### src/rtl/core/dvc_pkg.sv
package dvc_pkg;

    localparam int MAX_PROCESSES = 16;
    localparam int CLOCK_WIDTH = 32;
    localparam int ADDR_W = $clog2(MAX_PROCESSES);
    localparam int COUNT_W = ADDR_W + 1;
    localparam int INDEX_W = 5;
    localparam int KIND_W = 2;
    localparam int CFG_INDEX_W = 1;
    localparam int CFG_DATA_W = 5;

    typedef logic [CLOCK_WIDTH-1:0] clock_t;
    typedef logic [ADDR_W-1:0] addr_t;
    typedef logic [COUNT_W-1:0] count_t;
    typedef logic [INDEX_W-1:0] index_t;
    typedef logic [KIND_W-1:0] kind_t;

    localparam clock_t CLOCK_MAX = '1;

    localparam kind_t KIND_INTERNAL = 2'd0;
    localparam kind_t KIND_SEND = 2'd1;
    localparam kind_t KIND_FIRST_PAIR = 2'd2;
    localparam kind_t KIND_NEXT_PAIR = 2'd3;

    localparam logic [CFG_INDEX_W-1:0] REG_OWN_INDEX = 1'd0;
    localparam logic [CFG_INDEX_W-1:0] REG_PROCESS_COUNT = 1'd1;

    localparam index_t OWN_INDEX_RESET = 5'd1;
    localparam index_t PROCESS_COUNT_RESET = 5'd16;

    typedef struct packed {
        kind_t  kind;
        index_t peer_index;
        index_t pair_index;
        clock_t pair_value;
    } request_t;

    typedef struct packed {
        index_t entry_index;
        clock_t entry_value;
        logic   last;
    } result_t;

    typedef struct packed {
        clock_t value;
        clock_t update_time;
    } entry_t;

    typedef struct packed {
        addr_t  a_raddr;
        logic   a_we;
        addr_t  a_waddr;
        entry_t a_wdata;
        addr_t  b_raddr;
        logic   b_we;
        addr_t  b_waddr;
        clock_t b_wdata;
    } store_req_t;

    function automatic logic index_ok(input index_t idx);
        return (idx != '0) && (int'(idx) <= MAX_PROCESSES);
    endfunction

    function automatic addr_t index_to_addr(input index_t idx);
        return addr_t'(idx - INDEX_W'(1));
    endfunction

    function automatic index_t addr_to_index(input addr_t addr);
        return INDEX_W'(addr) + INDEX_W'(1);
    endfunction

    function automatic count_t count_limit(input index_t count);
        if (int'(count) > MAX_PROCESSES)
        begin
            return COUNT_W'(MAX_PROCESSES);
        end
        return COUNT_W'(count);
    endfunction

    function automatic clock_t sat_inc(input clock_t v);
        return (v == CLOCK_MAX) ? v : v + 1'b1;
    endfunction

endpackage

### src/rtl/core/dvc_ram.sv
module dvc_ram #(
    parameter int WIDTH = 32,
    parameter int DEPTH = 16
) (
    input  logic                     clk,
    input  logic                     we,
    input  logic [$clog2(DEPTH)-1:0] waddr,
    input  logic [WIDTH-1:0]         wdata,
    input  logic [$clog2(DEPTH)-1:0] raddr,
    output logic [WIDTH-1:0]         rdata
);

    logic [WIDTH-1:0] mem [DEPTH];
    logic [WIDTH-1:0] rdata_reg;

    always_ff @(posedge clk)
    begin
        if (we)
        begin
            mem[waddr] <= wdata;
        end
        rdata_reg <= mem[raddr];
    end

    assign rdata = rdata_reg;

endmodule

### src/rtl/core/dvc_store.sv
module dvc_store (
    input  logic                clk,
    input  logic                rst_n,
    input  dvc_pkg::store_req_t req,
    output dvc_pkg::entry_t     a_rdata,
    output dvc_pkg::clock_t     b_rdata
);
    import dvc_pkg::*;

    // Rows never written read as zero, matching the cleared state after reset.
    logic [MAX_PROCESSES-1:0] a_valid_reg;
    logic [MAX_PROCESSES-1:0] a_valid_next;
    logic [MAX_PROCESSES-1:0] b_valid_reg;
    logic [MAX_PROCESSES-1:0] b_valid_next;
    logic                     a_rvalid_reg;
    logic                     b_rvalid_reg;
    entry_t                   a_raw;
    clock_t                   b_raw;

    dvc_ram #(
        .WIDTH($bits(entry_t)),
        .DEPTH(MAX_PROCESSES)
    ) u_vector_ram (
        .clk   (clk),
        .we    (req.a_we),
        .waddr (req.a_waddr),
        .wdata (req.a_wdata),
        .raddr (req.a_raddr),
        .rdata (a_raw)
    );

    dvc_ram #(
        .WIDTH(CLOCK_WIDTH),
        .DEPTH(MAX_PROCESSES)
    ) u_send_ram (
        .clk   (clk),
        .we    (req.b_we),
        .waddr (req.b_waddr),
        .wdata (req.b_wdata),
        .raddr (req.b_raddr),
        .rdata (b_raw)
    );

    always_comb
    begin
        a_valid_next = a_valid_reg;
        b_valid_next = b_valid_reg;
        if (req.a_we)
        begin
            a_valid_next[req.a_waddr] = 1'b1;
        end
        if (req.b_we)
        begin
            b_valid_next[req.b_waddr] = 1'b1;
        end
    end

    always_ff @(posedge clk or negedge rst_n)
    begin
        if (!rst_n)
        begin
            a_valid_reg  <= '0;
            b_valid_reg  <= '0;
            a_rvalid_reg <= 1'b0;
            b_rvalid_reg <= 1'b0;
        end
        else
        begin
            a_valid_reg  <= a_valid_next;
            b_valid_reg  <= b_valid_next;
            a_rvalid_reg <= a_valid_reg[req.a_raddr];
            b_rvalid_reg <= b_valid_reg[req.b_raddr];
        end
    end

    assign a_rdata = a_rvalid_reg ? a_raw : '0;
    assign b_rdata = b_rvalid_reg ? b_raw : '0;

endmodule

### src/rtl/core/differential_vector_clock.sv
// A request is taken at a rising edge with start high and busy low. An internal event, or a
// send to a peer out of range, passes through the own-entry state only, and a received pair
// through the own-entry and pair states (own-entry only when its index is out of range), each
// giving one result for the own entry. A send to a valid peer goes on to a scan that reads one
// row of the clock memory per cycle, up to process_count rows (at most MAX_PROCESSES), and
// gives at most one result per cycle with the final one marked by last. Each result stands on
// the result port for one cycle while result_valid is high and cannot be held off. Registers
// are to be written only while busy is low and no result is due; the block itself does not
// enforce this. No clearing pass is needed after reset.
module differential_vector_clock (
    input  logic                                 clk,
    input  logic                                 rst_n,
    input  logic                                 start,
    input  dvc_pkg::request_t                    request,
    output logic                                 busy,
    input  logic                                 cfg_write,
    input  logic [dvc_pkg::CFG_INDEX_W-1:0]      cfg_index,
    input  logic [dvc_pkg::CFG_DATA_W-1:0]       cfg_data,
    output logic                                 result_valid,
    output dvc_pkg::result_t                     result
);
    import dvc_pkg::*;

    localparam int STATE_W = 2;
    localparam logic [STATE_W-1:0] S_IDLE = 2'd0;
    localparam logic [STATE_W-1:0] S_OWN = 2'd1;
    localparam logic [STATE_W-1:0] S_PAIR = 2'd2;
    localparam logic [STATE_W-1:0] S_SCAN = 2'd3;

    logic [STATE_W-1:0] state_reg;
    logic [STATE_W-1:0] state_next;
    index_t             own_index_reg;
    index_t             process_count_reg;
    request_t           req_reg;
    request_t           req_next;
    clock_t             own_val_reg;
    clock_t             own_val_next;
    clock_t             sent_reg;
    clock_t             sent_next;
    count_t             scan_cnt_reg;
    count_t             scan_cnt_next;
    count_t             scan_end_reg;
    count_t             scan_end_next;
    logic               rd_pend_reg;
    logic               rd_pend_next;
    addr_t              rd_addr_reg;
    addr_t              rd_addr_next;
    logic               pend_valid_reg;
    logic               pend_valid_next;
    index_t             pend_index_reg;
    index_t             pend_index_next;
    clock_t             pend_value_reg;
    clock_t             pend_value_next;
    logic               result_valid_reg;
    logic               result_valid_next;
    result_t            result_reg;
    result_t            result_next;

    store_req_t         store_req;
    entry_t             a_rdata;
    clock_t             b_rdata;

    logic               own_ok;
    addr_t              own_addr;
    addr_t              pair_addr;
    logic               advance;
    logic               merge;
    logic               send_ok;
    logic               pair_ok;
    logic               forward;
    clock_t             own_cur;
    clock_t             own_new;
    clock_t             pair_cur;
    clock_t             merged_own;

    dvc_store u_store (
        .clk     (clk),
        .rst_n   (rst_n),
        .req     (store_req),
        .a_rdata (a_rdata),
        .b_rdata (b_rdata)
    );

    assign own_ok    = index_ok(own_index_reg);
    assign own_addr  = index_to_addr(own_index_reg);
    assign pair_addr = index_to_addr(req_reg.pair_index);
    assign advance   = (req_reg.kind != KIND_NEXT_PAIR);
    assign merge     = (req_reg.kind == KIND_FIRST_PAIR) || (req_reg.kind == KIND_NEXT_PAIR);
    assign send_ok   = (req_reg.kind == KIND_SEND) && index_ok(req_reg.peer_index);
    assign pair_ok   = index_ok(req_reg.pair_index);
    // The own row is written in the same cycle as the pair row is read.
    assign forward   = own_ok && (pair_addr == own_addr);

    always_comb
    begin
        state_next        = state_reg;
        req_next          = req_reg;
        own_val_next      = own_val_reg;
        sent_next         = sent_reg;
        scan_cnt_next     = scan_cnt_reg;
        scan_end_next     = scan_end_reg;
        rd_pend_next      = rd_pend_reg;
        rd_addr_next      = rd_addr_reg;
        pend_valid_next   = pend_valid_reg;
        pend_index_next   = pend_index_reg;
        pend_value_next   = pend_value_reg;
        result_valid_next = 1'b0;
        result_next       = result_reg;
        own_cur           = own_ok ? a_rdata.value : '0;
        own_new           = (advance && own_ok) ? sat_inc(own_cur) : own_cur;
        pair_cur          = forward ? own_val_reg : a_rdata.value;
        merged_own        = own_val_reg;

        store_req         = '0;
        store_req.a_raddr = own_addr;
        store_req.b_raddr = index_to_addr(request.peer_index);

        case (state_reg)
            S_IDLE:
            begin
                if (start)
                begin
                    req_next   = request;
                    state_next = S_OWN;
                end
            end
            S_OWN:
            begin
                store_req.a_raddr = pair_addr;
                if (advance && own_ok)
                begin
                    store_req.a_we                = 1'b1;
                    store_req.a_waddr             = own_addr;
                    store_req.a_wdata.value       = own_new;
                    store_req.a_wdata.update_time = own_new;
                end
                own_val_next = own_new;
                sent_next    = b_rdata;
                if (send_ok)
                begin
                    scan_cnt_next   = '0;
                    scan_end_next   = count_limit(process_count_reg);
                    rd_pend_next    = 1'b0;
                    pend_valid_next = 1'b0;
                    state_next      = S_SCAN;
                end
                else if (merge && pair_ok)
                begin
                    state_next = S_PAIR;
                end
                else
                begin
                    result_valid_next       = 1'b1;
                    result_next.entry_index = own_index_reg;
                    result_next.entry_value = own_new;
                    result_next.last        = 1'b1;
                    state_next              = S_IDLE;
                end
            end
            S_PAIR:
            begin
                if (req_reg.pair_value > pair_cur)
                begin
                    merged_own                    = forward ? req_reg.pair_value : own_val_reg;
                    store_req.a_we                = 1'b1;
                    store_req.a_waddr             = pair_addr;
                    store_req.a_wdata.value       = req_reg.pair_value;
                    store_req.a_wdata.update_time = merged_own;
                end
                result_valid_next       = 1'b1;
                result_next.entry_index = own_index_reg;
                result_next.entry_value = merged_own;
                result_next.last        = 1'b1;
                state_next              = S_IDLE;
            end
            S_SCAN:
            begin
                store_req.a_raddr = scan_cnt_reg[ADDR_W-1:0];
                if (scan_cnt_reg != scan_end_reg)
                begin
                    scan_cnt_next = scan_cnt_reg + 1'b1;
                    rd_pend_next  = 1'b1;
                    rd_addr_next  = scan_cnt_reg[ADDR_W-1:0];
                end
                else
                begin
                    rd_pend_next = 1'b0;
                end
                // A changed entry is held back one match so that the final one can be marked.
                if (rd_pend_reg && (sent_reg < a_rdata.update_time))
                begin
                    if (pend_valid_reg)
                    begin
                        result_valid_next       = 1'b1;
                        result_next.entry_index = pend_index_reg;
                        result_next.entry_value = pend_value_reg;
                        result_next.last        = 1'b0;
                    end
                    pend_valid_next = 1'b1;
                    pend_index_next = addr_to_index(rd_addr_reg);
                    pend_value_next = a_rdata.value;
                end
                if ((scan_cnt_reg == scan_end_reg) && !rd_pend_reg)
                begin
                    if (pend_valid_reg)
                    begin
                        result_valid_next       = 1'b1;
                        result_next.entry_index = pend_index_reg;
                        result_next.entry_value = pend_value_reg;
                        result_next.last        = 1'b1;
                    end
                    pend_valid_next   = 1'b0;
                    store_req.b_we    = 1'b1;
                    store_req.b_waddr = index_to_addr(req_reg.peer_index);
                    store_req.b_wdata = own_val_reg;
                    state_next        = S_IDLE;
                end
            end
            default:
            begin
                state_next = S_IDLE;
            end
        endcase
    end

    always_ff @(posedge clk or negedge rst_n)
    begin
        if (!rst_n)
        begin
            state_reg         <= S_IDLE;
            own_index_reg     <= OWN_INDEX_RESET;
            process_count_reg <= PROCESS_COUNT_RESET;
            scan_cnt_reg      <= '0;
            scan_end_reg      <= '0;
            rd_pend_reg       <= 1'b0;
            pend_valid_reg    <= 1'b0;
            result_valid_reg  <= 1'b0;
        end
        else
        begin
            state_reg        <= state_next;
            scan_cnt_reg     <= scan_cnt_next;
            scan_end_reg     <= scan_end_next;
            rd_pend_reg      <= rd_pend_next;
            pend_valid_reg   <= pend_valid_next;
            result_valid_reg <= result_valid_next;
            if (cfg_write)
            begin
                case (cfg_index)
                    REG_OWN_INDEX:
                    begin
                        own_index_reg <= cfg_data;
                    end
                    REG_PROCESS_COUNT:
                    begin
                        process_count_reg <= cfg_data;
                    end
                    default:
                    begin
                    end
                endcase
            end
        end
    end

    always_ff @(posedge clk)
    begin
        req_reg        <= req_next;
        own_val_reg    <= own_val_next;
        sent_reg       <= sent_next;
        rd_addr_reg    <= rd_addr_next;
        pend_index_reg <= pend_index_next;
        pend_value_reg <= pend_value_next;
        result_reg     <= result_next;
    end

    assign busy         = (state_reg != S_IDLE);
    assign result_valid = result_valid_reg;
    assign result       = result_reg;

    assert property (@(posedge clk) disable iff (!rst_n)
        (start && !busy) |=> busy)
        else $error("Accepted request did not make the block busy.");

    assert property (@(posedge clk) disable iff (!rst_n)
        (result_valid && result.last) |-> !busy)
        else $error("Final result shown while the block is still busy.");

    assert property (@(posedge clk) disable iff (!rst_n)
        (result_valid && !result.last) |-> busy)
        else $error("Intermediate result shown after the scan ended.");

    assert property (@(posedge clk) disable iff (!rst_n)
        !busy |-> (!store_req.a_we && !store_req.b_we))
        else $error("Memory written while the block is idle.");

endmodule
### config.mk
export PLATFORM = sky130hd
export DESIGN_NAME = differential_vector_clock
export DESIGN_NICKNAME = d
export VERILOG_FILES = /design/src/rtl/core/dvc_pkg.sv /design/src/rtl/core/dvc_ram.sv /design/src/rtl/core/dvc_store.sv /design/src/rtl/core/differential_vector_clock.sv
export SDC_FILE = /design/constraint.sdc
export NUM_CORES = 2
export LEC_CHECK = 0
export ABC_AREA = 1
export BUFFER_PORTS_ARGS = -buffer_cell sky130_fd_sc_hd__buf_2
export CORE_UTILIZATION = 45
export DETAILED_ROUTE_END_ITERATION = 8
export MAX_ROUTING_LAYER = met4
export PLACE_DENSITY_LB_ADDON = 0.15
export SLEW_MARGIN = 20
export SYNTH_ARGS = -nofsm -noshare
export SYNTH_HDL_FRONTEND = slang
export SYNTH_HIERARCHICAL = 1
export SYNTH_SLANG_ARGS = --single-unit
### constraint.sdc
create_clock -name clk -period 12.3 [get_ports clk]
set_input_delay 1.845 -clock clk [delete_from_list [all_inputs] [get_ports clk]]
set_output_delay 1.845 -clock clk [all_outputs]
set_load 0.01 [all_outputs]
# --- Word-level counts from Yosys, hierarchy flattened ---
# Memories as Yosys holds them, arrays and structs flattened. A register that Yosys moved wholly into a read port is not among the register bits.
# Index checks and enable logic that the tools add are counted.
classes:
  n_addsub: 7
  mul: 0
  n_div: 0
  n_lt_le_gt_ge: 12
  n_eq_ne: 18
  shifts: 0
  mux: 58
  bitwise: 3
  reduce_logical: 31
ops:
  columns: ["cell", "n"]
  rows:
  - ["$mux 38", 6]
  - ["$mux 32", 6]
  - ["$mux 69", 2]
  - ["$pmux 69 s2", 1]
  - ["$pmux 38 s3", 1]
  - ["$mux 37", 2]
  - ["$mux 64", 1]
  - ["$add 32x1->32 const B", 1]
  - ["$eq 32x32->1 const B", 1]
  - ["$gt 32x32->1", 1]
  - ["$lt 32x32->1", 1]
  - ["$or 16x16->16", 2]
  - ["$mux 1", 21]
  - ["$lt 4x5->1 const B", 4]
  - ["$mux 5", 4]
  - ["$reduce_and 2->1", 8]
  - ["$sub 4x1->4 const B", 4]
  - ["$le 5x5->1 const B", 3]
  - ["$reduce_bool 5->1", 3]
  - ["$ne 2x2->1 const B", 7]
  - ["$logic_and 1x1->1", 11]
  - ["$pmux 5 s2", 1]
  - ["$reduce_and 3->1", 3]
  - ["$bmux 1 s4", 2]
  - ["other kinds (22)", 33]
totals:
  regBits: 246
  latchBits: 0
  ram_bits: 1536
  romBits: 0
  input_bits: 54
  output_inout_bits: 40
  n_memories: 2
memory_table:
  columns: ["name", "words", "width", "rd", "rd_ports_with_merged_regs", "write_ports", "line_no", "text"]
  rows:
  - ["u_store.u_vector_ram.mem", 16, 64, 1, 1, 1, "dvc_ram.sv:13", "logic [WIDTH-1:0] mem [DEPTH];"]
  - ["u_store.u_send_ram.mem", 16, 32, 1, 1, 1, "dvc_ram.sv:13", null]

# --- Logic depth before layout (Yosys ltp) ---
depth:
  ltp_word: 13
  depth_mapped: 31

# --- By module ---
# Netlist, hierarchy kept.
modules_own_cells:
  columns: ["module", "n_inst", "cells_each", "area_each_um2", "seq_area_each_um2"]
  rows:
  - ["dvc_ram at u_store.u_vector_ram", 1, 4210, 45285.9, 32030.7]
  - ["dvc_ram at u_store.u_send_ram", 1, 2122, 22731.8, 16015.4]
  - ["differential_vector_clock", 1, 1911, 14609.0, 6243.5]
  - ["dvc_store", 1, 403, 2382.3, 850.8]

# --- Worst setup path after synthesis ---
# OpenSTA, ideal clock, no wires.
synth_timing:
  kind: "reg-to-reg"
  startpoint: "register own_index_reg[0]"
  endpoint: "memory u_store/u_vector_ram/mem[15][0] (netlist name), enable pin"
  setup_ns: 0.487
  arrival_ns: 6.942
  t_required_ns: 11.813
  slack_ns: 4.872
  path_stages_with_launch: 26
  path_buffers: 4
  synth_period_minus_slack_ns: 7.428
  cell_sequence: "dfstp_2 > inv_1 > ha_1 > nand3_4 > nand2_4 > nor3_4 > nand2_2 > buf_6 > buf_2 > clkbuf_1 > nand2_1 > o21ai_0 > ha_1 > nand2_1 > nor2_1 > nand4_1 > nor2_1 > nand2_1 > nand2_1 > nand2_1 > nor2_1 > clkbuf_1 > nand2_1 > a21oi_1 > nand2_1 > nor2_1"
synth_rtl:
  columns: ["item", "line_no", "text"]
  rows:
  - ["start, declared", "differential_vector_clock.sv:32", "index_t own_index_reg;"]
  - ["start signal, assigned", "differential_vector_clock.sv:252", "own_index_reg <= cfg_data;"]
  - ["end, declared", "dvc_ram.sv:13", null]

==> flow_summary.ini <==
[power_and_ir_drop]
p_leak_nw = 41.0
p_comb_share_pct = 37.1
clockPowerShare_pct = 26.4
ir_worst_vdd_mv = 0.207
power.switching_w = 0.00913
powerDensity_mw_per_mm2 = 237
p_int_w = 0.0132
p_seq_share_pct = 36.5
swShare_pct = 40.9

[global_route]
overflow = 0
grt_max_degree = 174
grt_first_pass_wirelength_um = 381000
grt_usage_pct = 27.9
antenna_found_initial = 9
grt_pass1_vias = 56200

[place]
gp_congestion = 0.958
io_buffer_count = 93
hpwl_um = 156000

[cts]
cts_tree = built
clockBufferDepth = 3
cts.sinks = 1878
postCtsResizedCells = 0
post-cts-setup-buffers = 0
clk-insertion-delay-late_ns = 0.85
cts.clk_slew.worst_paths_ns = 0.06
cts_hold_buf = 0
ctsRootBufferMaster = clkbuf_16
htreeDepth = 4
cts_made_buffers = 196

[timing]
rsz0062_at_grt = false
hold_ws_ns = 0.453
finalCriticalPeriod_ns = 8.69
slew_viol_final = 0
setup_viol = 0
slew_headroom_pct = 18.9
max_slew.worst_pin.slew_ns = 1.22
finClkSkew_ns = 0.0334
fin_crit_sh_pct = 70.7
hold_viol = 0
fin_tns_setup_ns = 0
clock.fmax_mhz = 115

[logic_synthesis]
synth-main-ff-cell = edfxtp_1
postSynthAreaPerCell_um2 = 9.83
ys_seq_area_share_pct = 64.9
synth_edf_count = 1723
syn-num-nets = 8776
synth_common_cells = nand2_1 (2656), edfxtp_1 (1723), inv_1 (1546)
syn_inst = 8646
yosys.area.top_type_share_pct = 60.9
syn_area_mm2 = 0.0850
yosysWarningCount = 6
synth_cell_types = 52
synthTopCellsByArea = edfxtp_1 (61%), nand2_1 (12%), nand3_1 (8.3%), inv_1 (6.8%), dfxtp_1 (2.3%)
synth_most_common_cell = nand2_1
synth_seq_cells = 1878
async_reset_ff_share_pct = 3.14
yosysTopAreaCell = edfxtp_1

[route]
final_antenna_net_count = 0
first_pass_iters = 7
wl_per_cell_um = 23.0
viasPerCell = 5.25
drc = 0
finalWirelength_um = 260000
vias = 59400
drtIter0Drc = 5330

[setup_path]
cp_common_cell = nand2_1
path_class = flip-flop to flip-flop
required_ns = 12.76
crit_path_start = own_index_reg[0]
path_cells = inv_1, ha_1, nand3_4, nand2_4, nor3_4, nand2_4, buf_4, nand2_1, o21ai_0, ha_1, nand2_1, nor2_1, nand4_1, nor2_1, nand2_1, nand2_1, nand2_2, nor2_4, nand2_1, a21oi_1, nand3b_1, nor2_4, buf_4, buf_4
rr_startpoint = own_index_reg[0]
critPathMaxFanout = 84
end_kind = flip-flop
critPathSlowestCell = buf_4
crit_path_start_kind = flip-flop
max_stage_delay_ns = 0.60
crit_arrival_ns = 9.15

[floorplanning]
io_pins = 94
die-area_mm2 = 0.191
die_x_um = 437
fp.coreArea_mm2 = 0.188
row_count = 159
dieHeight_um = 437
initial_core_util_pct = 45.3

[finish]
multi_input_area_mm2 = 0.0220
syn_to_final_growth_pct = 10.6
final_core_util_pct = 50.1
final-seq-area_mm2 = 0.0551
largest_register_ffs = 1024
nNetsFinal = 8776
drive_gt1_share_pct = 7.43
fillers = 17200

[flow_run]
maxCapViolations = 0

[worst_hold_path]
hold_path.class = flip-flop to flip-flop
holdCritStartpoint = u_store/a_valid_reg[3]

[run_status]
status = completed
## per-layer routing
layer	GRT usage (%)	share of wire [%]	wire, um	vias up
met4	13.0	4.8	12600	0
met3	2.99	6.0	15600	448
met1	36.6	42	109000	28900
met2	43.7	47	122000	2114
met5	-	0	0	-
li1	-	-	-	27900
## power groups by stage
| stage | combinational, W | sequential [W] | clock [W] |
|---|---|---|---|
| floorplan | 0.00536 | 0.00811 | 0 |
| global placement | 0.00819 | 0.00827 | 0 |
| detailed placement | 0.00825 | 0.00827 | 0 |
| CTS | 0.00828 | 0.00814 | 0.00599 |
| global route | 0.00903 | 0.00817 | 0.00622 |
| finish | 0.00829 | 0.00814 | 0.00589 |
## worst max-delay path: cells and delay by family (launching register included)
family,cells,cell delay (ns)
AO/OA/AOI/OAI,2,0.60
AND/OR/NAND/NOR,16,4.65
flip-flops,1,0.55
adder cells (fa/ha/maj),2,0.63
buffers and inverters,4,1.74
## per-stage QoR
stage | std cells | power, W | cell area, um2 | setup slack [ns]
floorplan | 8646 | 0.0135 | 85000 | 4.87
global placement | 10900 | 0.0165 | 87400 | 3.97
detailed placement | 10900 | 0.0165 | 87500 | 3.86
CTS | 11300 | 0.0224 | 93900 | 3.80
global route | 11300 | 0.0234 | 94100 | 3.15
finish | 11300 | 0.0223 | 94100 | 3.61
## layout make-up
class | instances | share of cell area (%)
tap | 2495 | 3.32
sequential | 1878 | 58.6
clock inverter | 100 | 1.04
inverter | 1558 | 6.28
multi-input combinational | 4795 | 23.4
timing repair buffer | 217 | 1.54
antenna | 6 | 0.0160
clock buffer | 267 | 5.76
## placed cells by master (no fill, tap or decap), drive strengths merged
master    synthesis  layout
o221ai            4       4
o211ai           16      16
nand3b           15      15
nand2          2674    2674
clkbuf           91     267
a21o              1       1
ha               76      76
o31ai             4       4
nand3          1409    1409
dfstp             2       2
buf             324     217
clkinv            2      80
edfxtp         1723    1723
dfrtp            57      57
nor2            227     227
nor3              4       4
nor4              2       2
a31oi             2       2
clkinvlp          0       5
o21bai            3       3
xor2             17      17
diode             0       6
a21oi           135     135
nor3b             1       1
o21a              3       3
inv            1556    1560
bufinv            0      13
or2               1       1
o21ai           132     132
xnor2             7       7
a211oi            2       2
a22o              1       1
dfxtp            96      96
nand4            50      50
and2              9       9
## logic make-up after synthesis
family	synth area share (%)
and+or+nand+nor	21.9
buffers and inverters	9.90
adders and majority gates	1.12
xor gates and xnor gates	0.247
DFF	64.9
AOI/OAI and AO/OA	1.92
## path summary, 6_finish.rpt
check	end	slack, ns	cells after the start
min reg2reg	u_store/a_valid_reg[3]	0.45	2
min	u_store/a_valid_reg[3]	0.45	2
min in group asynchronous	u_store/b_valid_reg[13]	1.20	2
max	u_store/u_vector_ram/mem[10][37]	3.61	24
max in group asynchronous	u_store/a_rvalid_reg	10.41	2
max reg2reg	u_store/u_vector_ram/mem[10][37]	3.61	24
(Power assumes the default switching activity.)
